`config.mk`:
```
export PLATFORM = sky130hd
export DESIGN_NAME = ipa_ctrl
export DESIGN_NICKNAME = d
export VERILOG_FILES = /design/src/ipa_pkg.sv /design/src/ipa_ctrl.sv
export SDC_FILE = /design/constraint.sdc
export NUM_CORES = 1
export LEC_CHECK = 0
export BUFFER_PORTS_ARGS = -buffer_cell sky130_fd_sc_hd__buf_2
export CORE_AREA = 2 2 39 41
export DETAILED_ROUTE_END_ITERATION = 12
export DIE_AREA = 0 0 41 43
export MAX_ROUTING_LAYER = met4
export PLACE_DENSITY_LB_ADDON = 0.15
export SYNTH_ARGS = -nofsm -noshare
export SYNTH_HDL_FRONTEND = slang
export SYNTH_SLANG_ARGS = --single-unit
```
`constraint.sdc`:
```
create_clock -name aclk -period 2.3 [get_ports aclk]
set_clock_uncertainty 0.1 [all_clocks]
set_input_delay 0.115 -clock aclk [delete_from_list [all_inputs] [get_ports aclk]]
set_output_delay 0.115 -clock aclk [all_outputs]
set_load 0.005 [all_outputs]
```
`src/ipa_pkg.sv`:
```
`timescale 1ns / 1ps

package ipa_pkg;

    localparam int MAX_SLOTS = 256;
    localparam int TIME_BITS = 20;
    localparam int IDX_W     = $clog2(MAX_SLOTS);
    localparam int CNT_W     = $clog2(MAX_SLOTS + 1);
    localparam int CHILD_W   = IDX_W + 2;
    localparam int SLOT_W    = 9;
    localparam int S_DATA_W  = ((2 * TIME_BITS + 7) / 8) * 8;
    localparam int M_DATA_W  = ((2 * SLOT_W + 7) / 8) * 8;

    typedef logic [TIME_BITS-1:0] time_t;
    typedef logic [CNT_W-1:0]     count_t;
    typedef logic [IDX_W-1:0]     index_t;

    typedef struct packed {
        time_t  end_time;
        count_t slot;
    } heap_entry_t;

    typedef struct packed {
        logic load;
        logic rd_root;
        logic open_slot;
        logic reuse_slot;
        logic set_ovf;
        logic rd_up;
        logic move_up;
        logic rd_dn;
        logic move_dn;
        logic put;
        logic emit;
    } ipa_cmd_t;

    typedef struct packed {
        logic new_slot;
        logic full;
        logic at_root;
        logic up_move;
        logic dn_leaf;
        logic dn_move;
        logic out_free;
    } ipa_status_t;

    // Heap order: earlier end first, lower slot number on a tie.
    function automatic logic key_less(heap_entry_t a, heap_entry_t b);
        logic r;
        if (a.end_time != b.end_time) begin
            r = (a.end_time < b.end_time);
        end else begin
            r = (a.slot < b.slot);
        end
        return r;
    endfunction

endpackage

```
`src/ipa_ctrl.sv`:
```
`timescale 1ns / 1ps

module ipa_ctrl
    import ipa_pkg::*;
(
    input  logic        aclk,
    input  logic        aresetn,
    input  logic        s_tvalid,
    output logic        s_tready,
    input  ipa_status_t status,
    output ipa_cmd_t    cmd
);

    localparam logic [2:0] ST_IDLE    = 3'd0;
    localparam logic [2:0] ST_ROOT_RD = 3'd1;
    localparam logic [2:0] ST_DECIDE  = 3'd2;
    localparam logic [2:0] ST_UP_RD   = 3'd3;
    localparam logic [2:0] ST_UP_CMP  = 3'd4;
    localparam logic [2:0] ST_DN_RD   = 3'd5;
    localparam logic [2:0] ST_DN_CMP  = 3'd6;
    localparam logic [2:0] ST_FINISH  = 3'd7;

    logic [2:0] state_reg, state_next;

    always_comb begin
        state_next = state_reg;
        cmd        = '0;
        case (state_reg)
            ST_IDLE: begin
                if (s_tvalid) begin
                    cmd.load   = 1'b1;
                    state_next = ST_ROOT_RD;
                end
            end
            ST_ROOT_RD: begin
                cmd.rd_root = 1'b1;
                state_next  = ST_DECIDE;
            end
            ST_DECIDE: begin
                if (status.new_slot && status.full) begin
                    cmd.set_ovf = 1'b1;
                    state_next  = ST_FINISH;
                end else if (status.new_slot) begin
                    cmd.open_slot = 1'b1;
                    state_next    = ST_UP_RD;
                end else begin
                    cmd.reuse_slot = 1'b1;
                    state_next     = ST_DN_RD;
                end
            end
            ST_UP_RD: begin
                if (status.at_root) begin
                    cmd.put    = 1'b1;
                    state_next = ST_FINISH;
                end else begin
                    cmd.rd_up  = 1'b1;
                    state_next = ST_UP_CMP;
                end
            end
            ST_UP_CMP: begin
                if (status.up_move) begin
                    cmd.move_up = 1'b1;
                    state_next  = ST_UP_RD;
                end else begin
                    cmd.put    = 1'b1;
                    state_next = ST_FINISH;
                end
            end
            ST_DN_RD: begin
                if (status.dn_leaf) begin
                    cmd.put    = 1'b1;
                    state_next = ST_FINISH;
                end else begin
                    cmd.rd_dn  = 1'b1;
                    state_next = ST_DN_CMP;
                end
            end
            ST_DN_CMP: begin
                if (status.dn_move) begin
                    cmd.move_dn = 1'b1;
                    state_next  = ST_DN_RD;
                end else begin
                    cmd.put    = 1'b1;
                    state_next = ST_FINISH;
                end
            end
            ST_FINISH: begin
                if (status.out_free) begin
                    cmd.emit   = 1'b1;
                    state_next = ST_IDLE;
                end
            end
            default: begin
                state_next = ST_IDLE;
            end
        endcase
    end

    always_ff @(posedge aclk) begin
        if (!aresetn) begin
            state_reg <= ST_IDLE;
        end else begin
            state_reg <= state_next;
        end
    end

    assign s_tready = (state_reg == ST_IDLE);

endmodule

```
==> results.ini, run 1 <==
[place]
gp_congestion = 0.766
portBuffers = 21
dp_hpwl_um = 693
dp.cells = 78
placed_area_um2 = 415

[worst_setup_path]
path_class = register to output pin
startpoint = state_reg[1]$_SDFFE_PN0P_
timing.rr.end = state_reg[1]$_SDFFE_PN0P_
cp-start-kind = register
r2r_cells = 3
r2r_slack_ns = 0.92
critPathMaxStageDelay_ns = 0.52
cp-end-kind = output pin
r2r-start = state_reg[1]$_SDFFE_PN0P_
path_cells = or2b_4, o32a_1, o21ai_0, buf_2
cp.required_ns = 2.09
endpoint = cmd[1]
cp.arrival_ns = 1.47
cp_max_fo = 11
crit_path_top_delay_cell = dfxtp_1

[worst_hold_path]
hold_path_class = input port to register

[synth]
synth_cell_types = 25
yosys.area.top_type_share_pct = 19.1
synth.area.top_cells = dfxtp_1 (19%), nor3_1 (9.6%), nand2_1 (7.2%), nand3b_4 (6.4%), a41oi_2 (5.2%)
ys_ff_latch = 3
syn_nets = 54
synth_edf_count = 0
syn_avg_cell_area_um2 = 7.14
syn_area_um2 = 314
syn_inst = 44
synth_top_area_cell = dfxtp_1
synth-async-reset-ratio_pct = 0
yosysSeqAreaShare_pct = 19.1
ys_warn_count = 0
synthFlopType = dfxtp_1

[clock_tree]
cts-root-buf = clkbuf_4
cts_resized = 0
clock-sinks = 3
cts_buffers = 3
cts_hold_buf = 0
cts_setup_buffers = 0
cts_max_level = 1
clock_latency_ns = 0.23
cts_tree = yes
ctsLongestPathBuffers = 2
clk_pin_slew_ns = 0.04

[pwr]
power.switching_mw = 0.0985
p_clk_share_pct = 33.8
swShare_pct = 35.9
pwr-share-comb_pct = 35.1
vdd.ir_drop.worst_mv = 0.273
powerDensity_nw_per_um2 = 622
p_int_mw = 0.176
leakagePower_nw = 0.216
p_seq_share_pct = 31.1

[global_route]
gr-usage-met1_pct = 17.3
busiest_layer = met1
antenna_found_initial = 0
grt_pass1_vias = 299
grt_max_degree = 14
overflow = 0
grtUsageMet3_pct = 9.95
grt_pass1_wl_um = 1390
grt_use_met2_pct = 13.8
groute.usage.overall_pct = 12.3

[routing]
drt_wl_total_um = 903
drtAntennaViolNets = 0
first_pass_iters = 4
wire_per_inst_um = 11.0
via_count = 379
drc = 0
vias_per_cell = 4.62
drt_iter0_drc = 11

[floorplanning]
start_util_pct = 22.7
num_io_pins = 22
die_area_um2 = 1760
die_h_um = 43
num_rows = 14
coreArea_um2 = 1380
die_x_um = 41

[final_layout]
final_cell_mix = buf_2 (21), nor3_1 (6), nand2_1 (6)
syn2layout_area_growth_pct = 40.6
layout_commonest_cell = buf_2
nets = 77
drive_gt1_share_pct = 43.9
largest_register_ffs = 3
diodes = 0
fillers = 161
layout.cells.non_filler = 82
final_cell_area_um2 = 442

[timing]
fin_crit_sh_pct = 73.4
min_period_ns = 1.69
setup_tns_ns = 0
worst_slew_pin_slew_ns = 0.424
fmax_mhz = 593
slew_headroom_pct = 71.7
finalSetupViolCount = 0
hold_viol = 0
maxSlewViolCount = 0
rsz0062_at_grt = no

[status]
status = finished clean

[run]
drv_cap = 0

[synth_stat cells (2+ instances only)]
cell and instances:
nor3_1 6, nor2_1 4, inv_2 2, inv_1 2, dfxtp_1 3, o21ai_0 3
nand2_1 6
[per-stage QoR]
step / setup WS [ns] / hold slack [ns] / total power [mW] / util [%]
final: 0.612 / 0.0335 / 0.275 / 31.9
after detailed placement: 0.866 / 0.272 / 0.182 / 30.0
after floorplan: 1.15 / 0.138 / 0.151 / -
after CTS: 0.608 / 0.0223 / 0.280 / 31.9
after global placement: 0.885 / 0.283 / 0.184 / 30.0
after global routing: 0.510 / 0.0526 / 0.299 / 31.9
[power by group through the flow]
stage               clock network, mW  registers [mW]  logic, mW
global route                    0.102          0.0887      0.108
finish                         0.0929          0.0854     0.0965
global placement                    0          0.0859     0.0986
floorplan                           0          0.0647     0.0866
CTS                            0.0981          0.0850     0.0972
detailed placement                  0          0.0856     0.0965
[layout make-up]
class | instances | area (um2) | area share [%]
sequential | 3 | 60.1 | 13.6
timing repair buffer | 21 | 105 | 23.8
inverter | 4 | 15.0 | 3.40
clock buffer | 4 | 26.3 | 5.95
tap | 16 | 20.0 | 4.53
multi-input combinational | 34 | 215 | 48.7
[layer usage]
metal | part of all wire [%] | wire length (um)
met2 | 43 | 385
met4 | 0 | 0
met3 | 10 | 91
met1 | 47 | 426
met5 | 0 | 0
[how the worst min path moves through the flow]
| stage | start | to | cells past startpoint | slack, ns |
|---|---|---|---|---|
| finish | aresetn | state_reg[0]$_SDFFE_PN0P_ | 3 | 0.03 |
| global route | aresetn | state_reg[0]$_SDFFE_PN0P_ | 3 | 0.05 |
| CTS | aresetn | state_reg[0]$_SDFFE_PN0P_ | 3 | 0.02 |
| detailed placement | aresetn | state_reg[0]$_SDFFE_PN0P_ | 3 | 0.27 |
| global placement | aresetn | state_reg[0]$_SDFFE_PN0P_ | 3 | 0.28 |
| floorplan | aresetn | state_reg[0]$_SDFFE_PN0P_ | 2 | 0.14 |
[worst max-delay path: cells and delay by family, from the launching register on]
| kind | cells | cell delay [ns] |
|---|---|---|
| compound gates | 2 | 0.25 |
| flops | 1 | 0.52 |
| buf+inv | 1 | 0.13 |
| simple gates | 1 | 0.33 |
[logic make-up (layout without fill, tap and decap cells)]
kind of cell	count (synthesis)	in the layout	share of synthesized area, %
compound gates	10	10	23.5
buf+inv	7	29	12.4
flops	3	3	19.1
simple gates	24	24	45.0
Note: power is estimated with default switching activity, not from simulation.
==> run 2: changes to the inputs <==
==> constraint.sdc (replaced) <==
create_clock -name aclk -period 1.8 [get_ports aclk]
set_clock_uncertainty 0.1 [all_clocks]
set_input_delay 0.09 -clock aclk [delete_from_list [all_inputs] [get_ports aclk]]
set_output_delay 0.09 -clock aclk [all_outputs]
set_load 0.005 [all_outputs]
==> results.ini, run 2 (synthesis results as in run 1) <==
[global_route]
grt_pass1_wl_um = 1390
grt_max_degree = 14
groute.usage.overall_pct = 12.3
antenna_found_initial = 0
overflow = 0
grt_pass1_vias = 299

[worst_setup_path]
path_class = register to output pin
cp-end-kind = output pin
critPathMaxStageDelay_ns = 0.52
path_cells = or2b_4, o32a_1, o21ai_0, buf_2
cp_max_fo = 11
cp.required_ns = 1.61
cp.arrival_ns = 1.47
crit_path_top_delay_cell = dfxtp_1
cp-start-kind = register

[timing]
fin_crit_sh_pct = 92.4
finalSetupViolCount = 0
slew_headroom_pct = 72.3
worst_slew_pin_slew_ns = 0.415
maxSlewViolCount = 0
fmax_mhz = 601
hold_viol = 0
rsz0062_at_grt = no
min_period_ns = 1.66
setup_tns_ns = 0

[pwr]
leakagePower_nw = 0.220
powerDensity_nw_per_um2 = 781
vdd.ir_drop.worst_mv = 0.349
finalPower_mw = 0.353

[final_layout]
layout.cells.non_filler = 83
nets = 78
diodes = 0
final_cell_mix = buf_2 (21), nor3_1 (6), nand2_1 (6)
syn2layout_area_growth_pct = 43.8
final_core_util_pct = 32.6
layout_commonest_cell = buf_2
drive_gt1_share_pct = 43.3
largest_register_ffs = 3

[clock_tree]
cts-root-buf = clkbuf_4
cts_setup_buffers = 0
cts_resized = 0
clock-sinks = 3
cts_buffers = 3
clk_pin_slew_ns = 0.04
cts_max_level = 1
clock_latency_ns = 0.23
cts_tree = yes
ctsLongestPathBuffers = 2

[floorplanning]
die_x_um = 41
num_rows = 14
coreArea_um2 = 1380
die_h_um = 43
start_util_pct = 22.7
num_io_pins = 22
die_area_um2 = 1760

[worst_hold_path]
hold_path_class = input port to register

[routing]
wire_per_inst_um = 10.9
drt_wl_total_um = 907
vias_per_cell = 4.60
drtAntennaViolNets = 0
drt_iter0_drc = 11
drc = 0
via_count = 382
first_pass_iters = 4

[place]
portBuffers = 21
dp_hpwl_um = 693
gp_congestion = 0.766
dp.cells = 78

[status]
status = finished clean

[run]
drv_cap = 0

## run 2: cell count changes in the layout (fill, tap and decap cells not counted), sizes merged
cell         before  now
dlygate4sd3       0    1
## run 2: power breakdown
part	switching (mW)	internal, mW
clock	0.0354	0.0831
combinational	0.0592	0.0659
sequential	0.0313	0.0776
## run 2: worst max-delay path: cells and delay by family, from the launching register on
kind	cells	cell delay, ns
AO/OA/AOI/OAI	2	0.25
AND/OR/NAND/NOR	1	0.33
flip-flops	1	0.52
buffers and inverters	1	0.13
## run 2: what timing repair did
action / CTS / global route
setup endpoints to repair: 0 / 0
hold buffers: 1 / 0
endpoints found under the hold margin: 1 / 0
## run 2: worst paths after layout
check                            startpoint                   endpoint  slack (ns)  depth (start not counted)
setup / recovery  state_reg[1]$_SDFFE_PN0P_                     cmd[1]        0.14                          4
hold / removal                     s_tvalid  state_reg[0]$_SDFFE_PN0P_        0.06                          3
setup reg to reg  state_reg[1]$_SDFFE_PN0P_  state_reg[1]$_SDFFE_PN0P_        0.41                          3
hold reg to reg   state_reg[0]$_SDFFE_PN0P_  state_reg[0]$_SDFFE_PN0P_        0.54                          1
## run 2: layout make-up
| cell class | count | area [um2] |
|---|---|---|
| fillers | 160 | 932 |
| repair buffers | 22 | 115 |
| multi-input cells | 34 | 215 |
| inverters | 4 | 15.0 |
| well taps | 16 | 20.0 |
| clock buffers | 4 | 26.3 |
| flip-flops and latches | 3 | 60.1 |
## run 2: metal layers
layer	vias up	track usage [%]	part of all wire [%]
li1	202	-	-
met1	164	17.3	48
met2	16	13.8	43
met3	0	9.95	9.2
met4	0	2.00	0
met5	-	-	0
## run 2: metrics by stage
stage	setup WS (ns)	hold WS, ns	instance area (um2)
floorplan	0.654	0.111	314
global route	0.0349	0.0817	452
CTS	0.133	0.0584	452
finish	0.137	0.0594	452
detailed placement	0.391	0.247	415
global placement	0.410	0.258	415
